--- config.mk ---
export PLATFORM = sky130hd
export DESIGN_NAME = hall_commutation_speed_estimator
export DESIGN_NICKNAME = d
export VERILOG_FILES = /design/src/rtl/hcse_pkg.sv /design/src/rtl/hcse_mul.sv /design/src/rtl/hcse_div.sv /design/src/rtl/hall_commutation_speed_estimator.sv
export SDC_FILE = /design/constraint.sdc
export NUM_CORES = 1
export LEC_CHECK = 0
export ABC_AREA = 1
export BUFFER_PORTS_ARGS = -buffer_cell sky130_fd_sc_hd__buf_4
export CAP_MARGIN = 30
export CORE_MARGIN = 2
export CORE_UTILIZATION = 26
export DETAILED_ROUTE_END_ITERATION = 8
export GPL_TIMING_DRIVEN = 0
export MAX_ROUTING_LAYER = met4
export PLACE_DENSITY = 0.37
export RECOVER_POWER = 25
export SYNTH_ARGS = -nofsm -noshare
export SYNTH_HDL_FRONTEND = slang
export SYNTH_SLANG_ARGS = --single-unit
--- constraint.sdc ---
create_clock -name clk -period 12.9 [get_ports clk]
set_input_delay 2.58 -clock clk [delete_from_list [all_inputs] [get_ports clk]]
set_output_delay 2.58 -clock clk [all_outputs]
set_load 0.01 [all_outputs]
--- src/rtl/hcse_pkg.sv ---
// hcse_pkg: shared widths, register indexes, run mode codes and commutation tables
// for the hall commutation speed estimator; no dependencies
package hcse_pkg;

  localparam int HALL_W = 3;
  localparam int MODE_W = 2;
  localparam int PAT_W  = 3;
  localparam int K_W    = 11;
  localparam int CNT_W  = 16;
  localparam int SPD_W  = 17;
  localparam int CFG_IW = 2;
  localparam int CFG_DW = 17;

  // bit-serial multiplier: k (K_W bits) times x (SPD_W bits)
  localparam int PROD_W   = K_W + SPD_W;
  localparam int Q_SHIFT  = 10;
  localparam int FRAC_W   = PROD_W - Q_SHIFT;
  localparam int MUL_CW   = $clog2(K_W + 1);
  localparam logic [MUL_CW-1:0] MUL_STEPS = MUL_CW'(K_W);

  // bit-serial divider: SPD_W-bit dividend over CNT_W-bit divisor
  localparam int DIV_CW   = $clog2(SPD_W + 1);
  localparam logic [DIV_CW-1:0] DIV_STEPS = DIV_CW'(SPD_W);

  localparam logic [CNT_W-1:0] PERIOD_MAX = {CNT_W{1'b1}};
  localparam logic [SPD_W-1:0] SPEED_MAX  = SPD_W'(65536);

  // configuration register indexes
  localparam logic [CFG_IW-1:0] REG_FILTER_K1   = 2'd0;
  localparam logic [CFG_IW-1:0] REG_FILTER_K2   = 2'd1;
  localparam logic [CFG_IW-1:0] REG_SPEED_NUM   = 2'd2;
  localparam logic [CFG_IW-1:0] REG_STALL_LIMIT = 2'd3;

  localparam logic [K_W-1:0]   RST_FILTER_K1   = 11'd355;
  localparam logic [K_W-1:0]   RST_FILTER_K2   = 11'd669;
  localparam logic [SPD_W-1:0] RST_SPEED_NUM   = 17'd16384;
  localparam logic [CNT_W-1:0] RST_STALL_LIMIT = 16'd2000;

  // run modes
  localparam logic [MODE_W-1:0] MODE_REV = 2'd1;
  localparam logic [MODE_W-1:0] MODE_FWD = 2'd2;

  localparam logic [PAT_W-1:0] PAT_NONE = 3'd0;

  typedef struct packed {
    logic             start;
    logic [K_W-1:0]   k;
    logic [SPD_W-1:0] x;
  } mul_req_t;

  typedef struct packed {
    logic             start;
    logic [SPD_W-1:0] dividend;
    logic [CNT_W-1:0] divisor;
  } div_req_t;

  function automatic logic [PAT_W-1:0] fwd_pattern(input logic [HALL_W-1:0] h);
    logic [PAT_W-1:0] p;
    unique case (h)
      3'd1:    p = 3'd6;
      3'd2:    p = 3'd2;
      3'd3:    p = 3'd1;
      3'd4:    p = 3'd4;
      3'd5:    p = 3'd5;
      3'd6:    p = 3'd3;
      default: p = PAT_NONE;
    endcase
    return p;
  endfunction

  function automatic logic [PAT_W-1:0] rev_pattern(input logic [HALL_W-1:0] h);
    logic [PAT_W-1:0] p;
    unique case (h)
      3'd1:    p = 3'd3;
      3'd2:    p = 3'd5;
      3'd3:    p = 3'd4;
      3'd4:    p = 3'd1;
      3'd5:    p = 3'd2;
      3'd6:    p = 3'd6;
      default: p = PAT_NONE;
    endcase
    return p;
  endfunction

endpackage

--- src/rtl/hcse_mul.sv ---
// hcse_mul: bit-serial shift-add multiplier, one bit of k per cycle
// depends on hcse_pkg
module hcse_mul (
  input  logic                               clk,
  input  logic                               rst,
  input  hcse_pkg::mul_req_t                 req,
  output logic [hcse_pkg::PROD_W-1:0]        product,
  output logic                               done
);

  logic [hcse_pkg::K_W-1:0]    k_sh;
  logic [hcse_pkg::PROD_W-1:0] x_sh;
  logic [hcse_pkg::MUL_CW-1:0] cnt;

  always_ff @(posedge clk) begin
    if (rst) begin
      cnt  <= '0;
      done <= 1'b0;
    end else begin
      done <= (cnt == hcse_pkg::MUL_CW'(1));
      if (req.start) begin
        cnt     <= hcse_pkg::MUL_STEPS;
        product <= '0;
        k_sh    <= req.k;
        x_sh    <= hcse_pkg::PROD_W'(req.x);
      end else if (cnt != '0) begin
        if (k_sh[0]) begin
          product <= product + x_sh;
        end
        k_sh <= k_sh >> 1;
        x_sh <= x_sh << 1;
        cnt  <= cnt - hcse_pkg::MUL_CW'(1);
      end
    end
  end

endmodule

--- src/rtl/hcse_div.sv ---
// hcse_div: restoring bit-serial divider, one quotient bit per cycle
// depends on hcse_pkg
module hcse_div (
  input  logic                              clk,
  input  logic                              rst,
  input  hcse_pkg::div_req_t                req,
  output logic [hcse_pkg::SPD_W-1:0]        quotient,
  output logic                              done
);

  logic [hcse_pkg::CNT_W-1:0]  rem;
  logic [hcse_pkg::CNT_W-1:0]  dsr;
  logic [hcse_pkg::DIV_CW-1:0] cnt;
  logic [hcse_pkg::CNT_W:0]    trial;
  logic [hcse_pkg::CNT_W:0]    diff;
  logic                        qbit;

  always_comb begin
    trial = {rem, quotient[hcse_pkg::SPD_W-1]};
    diff  = trial - {1'b0, dsr};
    qbit  = (trial >= {1'b0, dsr});
  end

  always_ff @(posedge clk) begin
    if (rst) begin
      cnt  <= '0;
      done <= 1'b0;
    end else begin
      done <= (cnt == hcse_pkg::DIV_CW'(1));
      if (req.start) begin
        cnt      <= hcse_pkg::DIV_STEPS;
        rem      <= '0;
        dsr      <= req.divisor;
        quotient <= req.dividend;
      end else if (cnt != '0) begin
        rem      <= qbit ? diff[hcse_pkg::CNT_W-1:0] : trial[hcse_pkg::CNT_W-1:0];
        quotient <= {quotient[hcse_pkg::SPD_W-2:0], qbit};
        cnt      <= cnt - hcse_pkg::DIV_CW'(1);
      end
    end
  end

endmodule

--- src/rtl/hall_commutation_speed_estimator.sv ---
// hall_commutation_speed_estimator: top level, hall commutation and speed filter
// depends on hcse_pkg, hcse_mul, hcse_div
//
// one input word per pwm period on the hall channel (hall_valid / hall_stall),
// one result word per input word on the result channel (result_valid / result_stall)
// configuration is a plain write port (cfg_we, cfg_index, cfg_data), to be written
// by the user while idle (the block does not enforce this); a word with drive off,
// or with the hall code unchanged, gives its result in the cycle after it is taken
// a hall code change runs two period filter products, one division and two
// speed filter products through a shared 11-step bit-serial multiplier and a
// 17-step bit-serial divider, and skips the division when the filtered period is zero
// the block takes one word at a time: hall_stall is high while a change is
// being computed and while the result register holds a word that is stalled
// a finished result waits in the result register until result_stall is low;
// the next input word may be taken in the cycle the result leaves
// reset clears all filter state, the period counter and the hall history,
// and loads the filter weights 355 and 669, numerator 16384 and stall limit 2000
module hall_commutation_speed_estimator (
  input  logic                               clk,
  input  logic                               rst,
  input  logic                               hall_valid,
  output logic                               hall_stall,
  input  logic [hcse_pkg::HALL_W-1:0]        hall_code,
  input  logic                               drive_enable,
  input  logic [hcse_pkg::MODE_W-1:0]        dir_mode,
  output logic                               result_valid,
  input  logic                               result_stall,
  output logic [hcse_pkg::PAT_W-1:0]         drive_pattern,
  output logic [hcse_pkg::SPD_W-1:0]         speed_raw,
  output logic [hcse_pkg::SPD_W-1:0]         speed_filtered,
  output logic                               stall_event,
  input  logic                               cfg_we,
  input  logic [hcse_pkg::CFG_IW-1:0]        cfg_index,
  input  logic [hcse_pkg::CFG_DW-1:0]        cfg_data
);

  localparam logic [2:0] S_IDLE  = 3'd0;
  localparam logic [2:0] S_MUL_A = 3'd1;
  localparam logic [2:0] S_MUL_B = 3'd2;
  localparam logic [2:0] S_DIV   = 3'd3;
  localparam logic [2:0] S_MUL_C = 3'd4;
  localparam logic [2:0] S_MUL_D = 3'd5;
  localparam logic [2:0] S_DONE  = 3'd6;

  logic [2:0] state;

  logic [hcse_pkg::K_W-1:0]    filter_k1;
  logic [hcse_pkg::K_W-1:0]    filter_k2;
  logic [hcse_pkg::SPD_W-1:0]  speed_numerator;
  logic [hcse_pkg::CNT_W-1:0]  stall_limit;

  logic [hcse_pkg::HALL_W-1:0] previous_hall;
  logic [hcse_pkg::CNT_W-1:0]  period_count;
  logic [hcse_pkg::CNT_W-1:0]  period_filtered;
  logic [hcse_pkg::SPD_W-1:0]  speed_estimate;
  logic [hcse_pkg::SPD_W-1:0]  speed_smoothed;

  logic [hcse_pkg::PAT_W-1:0]  pat_hold;
  logic [hcse_pkg::FRAC_W-1:0] part;
  logic                        mul_go;
  logic                        div_go;

  hcse_pkg::mul_req_t            mul_req;
  hcse_pkg::div_req_t            div_req;
  logic [hcse_pkg::PROD_W-1:0]   mul_product;
  logic                          mul_done;
  logic [hcse_pkg::SPD_W-1:0]    div_quotient;
  logic                          div_done;

  logic                          slot_free;
  logic                          accept;
  logic                          hall_change;
  logic [hcse_pkg::PAT_W-1:0]    pat_sel;
  logic [hcse_pkg::CNT_W-1:0]    count_inc;
  logic [hcse_pkg::FRAC_W:0]     blend_sum;
  logic [hcse_pkg::CNT_W-1:0]    period_sat;
  logic [hcse_pkg::SPD_W-1:0]    speed_sat;
  logic [hcse_pkg::SPD_W-1:0]    quot_sat;

  hcse_mul u_mul (
    .clk     (clk),
    .rst     (rst),
    .req     (mul_req),
    .product (mul_product),
    .done    (mul_done)
  );

  hcse_div u_div (
    .clk      (clk),
    .rst      (rst),
    .req      (div_req),
    .quotient (div_quotient),
    .done     (div_done)
  );

  assign slot_free   = !result_valid || !result_stall;
  assign hall_stall  = !((state == S_IDLE) && slot_free);
  assign accept      = hall_valid && !hall_stall;
  assign hall_change = (hall_code != previous_hall);

  always_comb begin
    priority if (dir_mode == hcse_pkg::MODE_FWD) begin
      pat_sel = hcse_pkg::fwd_pattern(hall_code);
    end else if (dir_mode == hcse_pkg::MODE_REV) begin
      pat_sel = hcse_pkg::rev_pattern(hall_code);
    end else begin
      pat_sel = hcse_pkg::PAT_NONE;
    end
  end

  always_comb begin
    mul_req.start = mul_go;
    unique case (state)
      S_MUL_A: begin
        mul_req.k = filter_k2;
        mul_req.x = hcse_pkg::SPD_W'(period_filtered);
      end
      S_MUL_B: begin
        mul_req.k = filter_k1;
        mul_req.x = hcse_pkg::SPD_W'(period_count);
      end
      S_MUL_C: begin
        mul_req.k = filter_k2;
        mul_req.x = speed_smoothed;
      end
      default: begin
        mul_req.k = filter_k1;
        mul_req.x = speed_estimate;
      end
    endcase
    div_req.start    = div_go;
    div_req.dividend = speed_numerator;
    div_req.divisor  = period_filtered;
  end

  always_comb begin
    count_inc  = (period_count < hcse_pkg::PERIOD_MAX) ?
                 period_count + hcse_pkg::CNT_W'(1) : period_count;
    blend_sum  = {1'b0, part} + {1'b0, mul_product[hcse_pkg::PROD_W-1:hcse_pkg::Q_SHIFT]};
    period_sat = (blend_sum > (hcse_pkg::FRAC_W + 1)'(hcse_pkg::PERIOD_MAX)) ?
                 hcse_pkg::PERIOD_MAX : blend_sum[hcse_pkg::CNT_W-1:0];
    speed_sat  = (blend_sum > (hcse_pkg::FRAC_W + 1)'(hcse_pkg::SPEED_MAX)) ?
                 hcse_pkg::SPEED_MAX : blend_sum[hcse_pkg::SPD_W-1:0];
    quot_sat   = (div_quotient > hcse_pkg::SPEED_MAX) ? hcse_pkg::SPEED_MAX : div_quotient;
  end

  // configuration registers
  always_ff @(posedge clk) begin
    if (rst) begin
      filter_k1       <= hcse_pkg::RST_FILTER_K1;
      filter_k2       <= hcse_pkg::RST_FILTER_K2;
      speed_numerator <= hcse_pkg::RST_SPEED_NUM;
      stall_limit     <= hcse_pkg::RST_STALL_LIMIT;
    end else if (cfg_we) begin
      unique case (cfg_index)
        hcse_pkg::REG_FILTER_K1:   filter_k1       <= cfg_data[hcse_pkg::K_W-1:0];
        hcse_pkg::REG_FILTER_K2:   filter_k2       <= cfg_data[hcse_pkg::K_W-1:0];
        hcse_pkg::REG_SPEED_NUM:   speed_numerator <= cfg_data[hcse_pkg::SPD_W-1:0];
        hcse_pkg::REG_STALL_LIMIT: stall_limit     <= cfg_data[hcse_pkg::CNT_W-1:0];
      endcase
    end
  end

  // sequencer, estimator state and result register
  always_ff @(posedge clk) begin
    if (rst) begin
      state           <= S_IDLE;
      mul_go          <= 1'b0;
      div_go          <= 1'b0;
      result_valid    <= 1'b0;
      previous_hall   <= '0;
      period_count    <= '0;
      period_filtered <= '0;
      speed_estimate  <= '0;
      speed_smoothed  <= '0;
    end else begin
      mul_go <= 1'b0;
      div_go <= 1'b0;
      if (!result_stall) begin
        result_valid <= 1'b0;
      end
      unique case (state)
        S_IDLE: begin
          if (accept) begin
            previous_hall <= hall_code;
            if (drive_enable && hall_change) begin
              pat_hold <= pat_sel;
              mul_go   <= 1'b1;
              state    <= S_MUL_A;
            end else begin
              result_valid   <= 1'b1;
              drive_pattern  <= hcse_pkg::PAT_NONE;
              speed_raw      <= speed_estimate;
              speed_filtered <= speed_smoothed;
              stall_event    <= 1'b0;
              if (drive_enable) begin
                if (count_inc >= stall_limit) begin
                  period_count   <= '0;
                  speed_smoothed <= '0;
                  speed_filtered <= '0;
                  stall_event    <= 1'b1;
                end else begin
                  period_count <= count_inc;
                end
              end
            end
          end
        end
        S_MUL_A: begin
          if (mul_done) begin
            part   <= mul_product[hcse_pkg::PROD_W-1:hcse_pkg::Q_SHIFT];
            mul_go <= 1'b1;
            state  <= S_MUL_B;
          end
        end
        S_MUL_B: begin
          if (mul_done) begin
            period_filtered <= period_sat;
            period_count    <= '0;
            if (period_sat == '0) begin
              speed_estimate <= '0;
              mul_go         <= 1'b1;
              state          <= S_MUL_C;
            end else begin
              div_go <= 1'b1;
              state  <= S_DIV;
            end
          end
        end
        S_DIV: begin
          if (div_done) begin
            speed_estimate <= quot_sat;
            mul_go         <= 1'b1;
            state          <= S_MUL_C;
          end
        end
        S_MUL_C: begin
          if (mul_done) begin
            part   <= mul_product[hcse_pkg::PROD_W-1:hcse_pkg::Q_SHIFT];
            mul_go <= 1'b1;
            state  <= S_MUL_D;
          end
        end
        S_MUL_D: begin
          if (mul_done) begin
            speed_smoothed <= speed_sat;
            state          <= S_DONE;
          end
        end
        S_DONE: begin
          if (slot_free) begin
            result_valid   <= 1'b1;
            drive_pattern  <= pat_hold;
            speed_raw      <= speed_estimate;
            speed_filtered <= speed_smoothed;
            stall_event    <= 1'b0;
            state          <= S_IDLE;
          end
        end
        default: begin
          state <= S_IDLE;
        end
      endcase
    end
  end

  // no input word is taken while a hall change is in progress
  a_busy_stalls: assert property (@(posedge clk) disable iff (rst)
    (state != S_IDLE) |-> hall_stall)
    else $error("input taken while computing");

  // multiplier finishes only in a multiply step
  a_mul_done_state: assert property (@(posedge clk) disable iff (rst)
    mul_done |-> (state == S_MUL_A || state == S_MUL_B ||
                  state == S_MUL_C || state == S_MUL_D))
    else $error("multiplier done outside multiply step");

  // divider finishes only in the divide step
  a_div_done_state: assert property (@(posedge clk) disable iff (rst)
    div_done |-> (state == S_DIV))
    else $error("divider done outside divide step");

  // a stall word carries a zero filtered speed and no pattern
  a_stall_word: assert property (@(posedge clk) disable iff (rst)
    (result_valid && stall_event) |->
      (speed_filtered == '0 && drive_pattern == hcse_pkg::PAT_NONE))
    else $error("stall word with nonzero speed or pattern");

  // speeds stay within saturation bound
  a_speed_bound: assert property (@(posedge clk) disable iff (rst)
    result_valid |-> (speed_raw <= hcse_pkg::SPEED_MAX &&
                      speed_filtered <= hcse_pkg::SPEED_MAX))
    else $error("speed above saturation bound");

endmodule
==> results.txt <==
Top post-synthesis cells by area: edfxtp_1 31%, dfxtp_1 17%, nand2_1 9.2%
Slew Limit Fails: 0
Most common cell after layout, fill and taps aside: nand2_1
Critical Path RT: 10.32 ns
Starting DRT DRC Count: 928
Port Buf Inserts: 68
Setup WS post-layout: 7.09 ns
Worst clock skew: 0.0359 ns
Relative slew slack: 36.9%
Number of hold violations in the final report: 0
Post-Layout Inst Area: 19900 µm²
Post-Place Worst Slack: 7.07 ns
Crit path kind: in -> out
CTS Buf Count: 41
Final HPWL DP: 42500 µm
Drt first pass iters: 5
Multi-input logic area: 7340 µm²
Status: finished, final reports clean
Area delta synth->final: 18.6%
Total GRT Usage: 17.0%
Maximum operating frequency: 172 MHz
Vias in the first global route: 13738
Worst-path clk slew: 0.06 ns
Mapped Avg Cell Area: 8.08 µm²
ANT cells: 0
Ys flop type: edfxtp_1
Mapped Cells: 2074
VDD IR-drop max: 0.0000806 V
Critical path fanouts, max: 4
CTS tree: built
Placed cell count: 3006
Htree depth: 2
Clk buf depth: 3
Warnings from Yosys: 0
Die Y: 258 µm
Tightest Pin Transition: 0.947 ns
RSZ-0062 raised after global routing: false
Post-route core utilization: 31.0%
First-pass GRT wire length: 83900 µm
Filler Cell Count: 6880
Pin count of the biggest net entering global routing: 40
Seq cells post-synth: 316
Register area: 8080 µm²
Post-route ant nets: 0
Fraction of registers with async set/reset: 0%
Worst min path class: reg -> reg
Clk root buf: clkbuf_16
Critical path arrival: 3.23 ns
I/O pin count: 70
Synthesized area: 16800 µm²
Die Wd: 258 µm
Top-area cell type share of the netlist area: 31.3%
Grt ovf: 0
Starting density of the core: 26.1%
# rows: 93
Post-Syn Nets: 2188
Leakage power: 8.54 nW
PD cells: 211 nW/µm²
Final setup fails: 0
Clk_lat worst skew: 0.58 ns
CP endpoint kind: output pin
Max Cap Viol: 0
Post-layout minimum cycle time: 5.81 ns
Post-route insts no fill: 3083
Placer Congestion: 0.874
Number of flops mapped to enable cells by yosys: 175
CORE AREA: 64100 µm²
Remaining DRCs: 0
Post-cts hold buffer count: 0
Routed WL per cell: 17.8 µm
Post-synth cell types: 54
Placed inst area: 18500 µm²
DR vias/cell: 4.57
DRT Wirelength: 54800 µm
Fraction of layout cells with a size suffix above 1: 8.44%
Post_cts resized: 0
Antenna violations before repair: 0
Via Count: 14102
Cell taking the most area after synthesis: edfxtp_1
Full die area: 66500 µm²
Sequential-to-total area share from yosys stat: 48.2%
Post-CTS setup buffers: 0
Nets: 2309
CTS Sinks: 316
Commonest cells after routing, fill and taps aside: 410 x nand2_1, 274 x inv_1, 245 x nor2_1
Final period util: 45.1%
Startpoint Class: input port
## kinds of logic after synthesis
group / after synthesis / share of synthesized area (%)
AOI/OAI and AO/OA: 418 / 14.0
xor gates and xnor gates: 26 / 1.36
adders and majority gates: 84 / 6.40
buffers and inverters: 355 / 8.21
DFF: 316 / 48.2
and+or+nand+nor: 875 / 21.8
## path summary, 6_finish.rpt
path / from / to / slack, ns / cells after the start
setup / recovery: result_stall / hall_stall / 7.09 / 4
hold reg to reg: period_filtered[3] / u_div.dsr[3] / 0.43 / 0
hold / removal: period_filtered[3] / u_div.dsr[3] / 0.43 / 0
setup reg to reg: period_count[5] / speed_filtered[14] / 7.90 / 23
## power breakdown
part | switching [mW] | internal [mW]
clock network | 0.467 | 0.723
registers | 0.143 | 1.37
logic | 0.975 | 0.515
total | 1.58 | 2.61
## registers in the layout (all words and copies together) (netlist names), 16 cells and up
register	count
u_mul.product	28
u_mul.x_sh	28
part	18
speed_estimate	17
speed_filtered	17
speed_numerator	17
speed_raw	17
speed_smoothed	17
u_div.quotient	17
period_count	16
period_filtered	16
stall_limit	16
u_div.dsr	16
u_div.rem	16
## metal layers
layer / track usage, % / vias up / wire, µm
met4: 4.19 / 0 / 1200
li1: - / 7195 / -
met1: 22.7 / 6567 / 26200
met3: 2.65 / 64 / 2300
met2: 26.8 / 276 / 25100
met5: - / - / 0
## synthesized netlist by cell type (16+ instances only)
cell type / count
nor2_1: 246
dfxtp_1: 141
o21ai_0: 129
a21oi_1: 184
nand2_1: 410
o21a_1: 16
xor2_1: 17
nand3_1: 146
nor3_1: 23
edfxtp_1: 175
ha_1: 81
a31oi_1: 17
clkbuf_1: 50
inv_1: 275
## worst max-delay path, stage by stage
cell,delay [ns]
buf_4,0.11
nand2_1,0.20
nand2_1,0.16
buf_4,0.18
## metrics by stage
stage / hold slack [ns] / power (mW) / setup TNS [ns]
after global routing: 0.443 / 4.51 / 0
after CTS: 0.435 / 4.25 / 0
after global placement: 0.426 / 3.02 / -90.70
after floorplan: 0.408 / 2.52 / 0
final: 0.433 / 4.19 / 0
after detailed placement: 0.420 / 3.03 / 0
## layout make-up
| type | count | share of cell area [%] |
|---|---|---|
| buffer | 71 | 1.56 |
| clock inverter | 13 | 0.869 |
| timing repair buffer | 78 | 3.07 |
| multi-input combinational | 1403 | 36.9 |
| tap | 855 | 5.38 |
| inverter | 284 | 5.36 |
| sequential | 316 | 40.6 |
| clock buffer | 63 | 6.20 |
No activity file was read; power rests on OpenSTA's default activity.
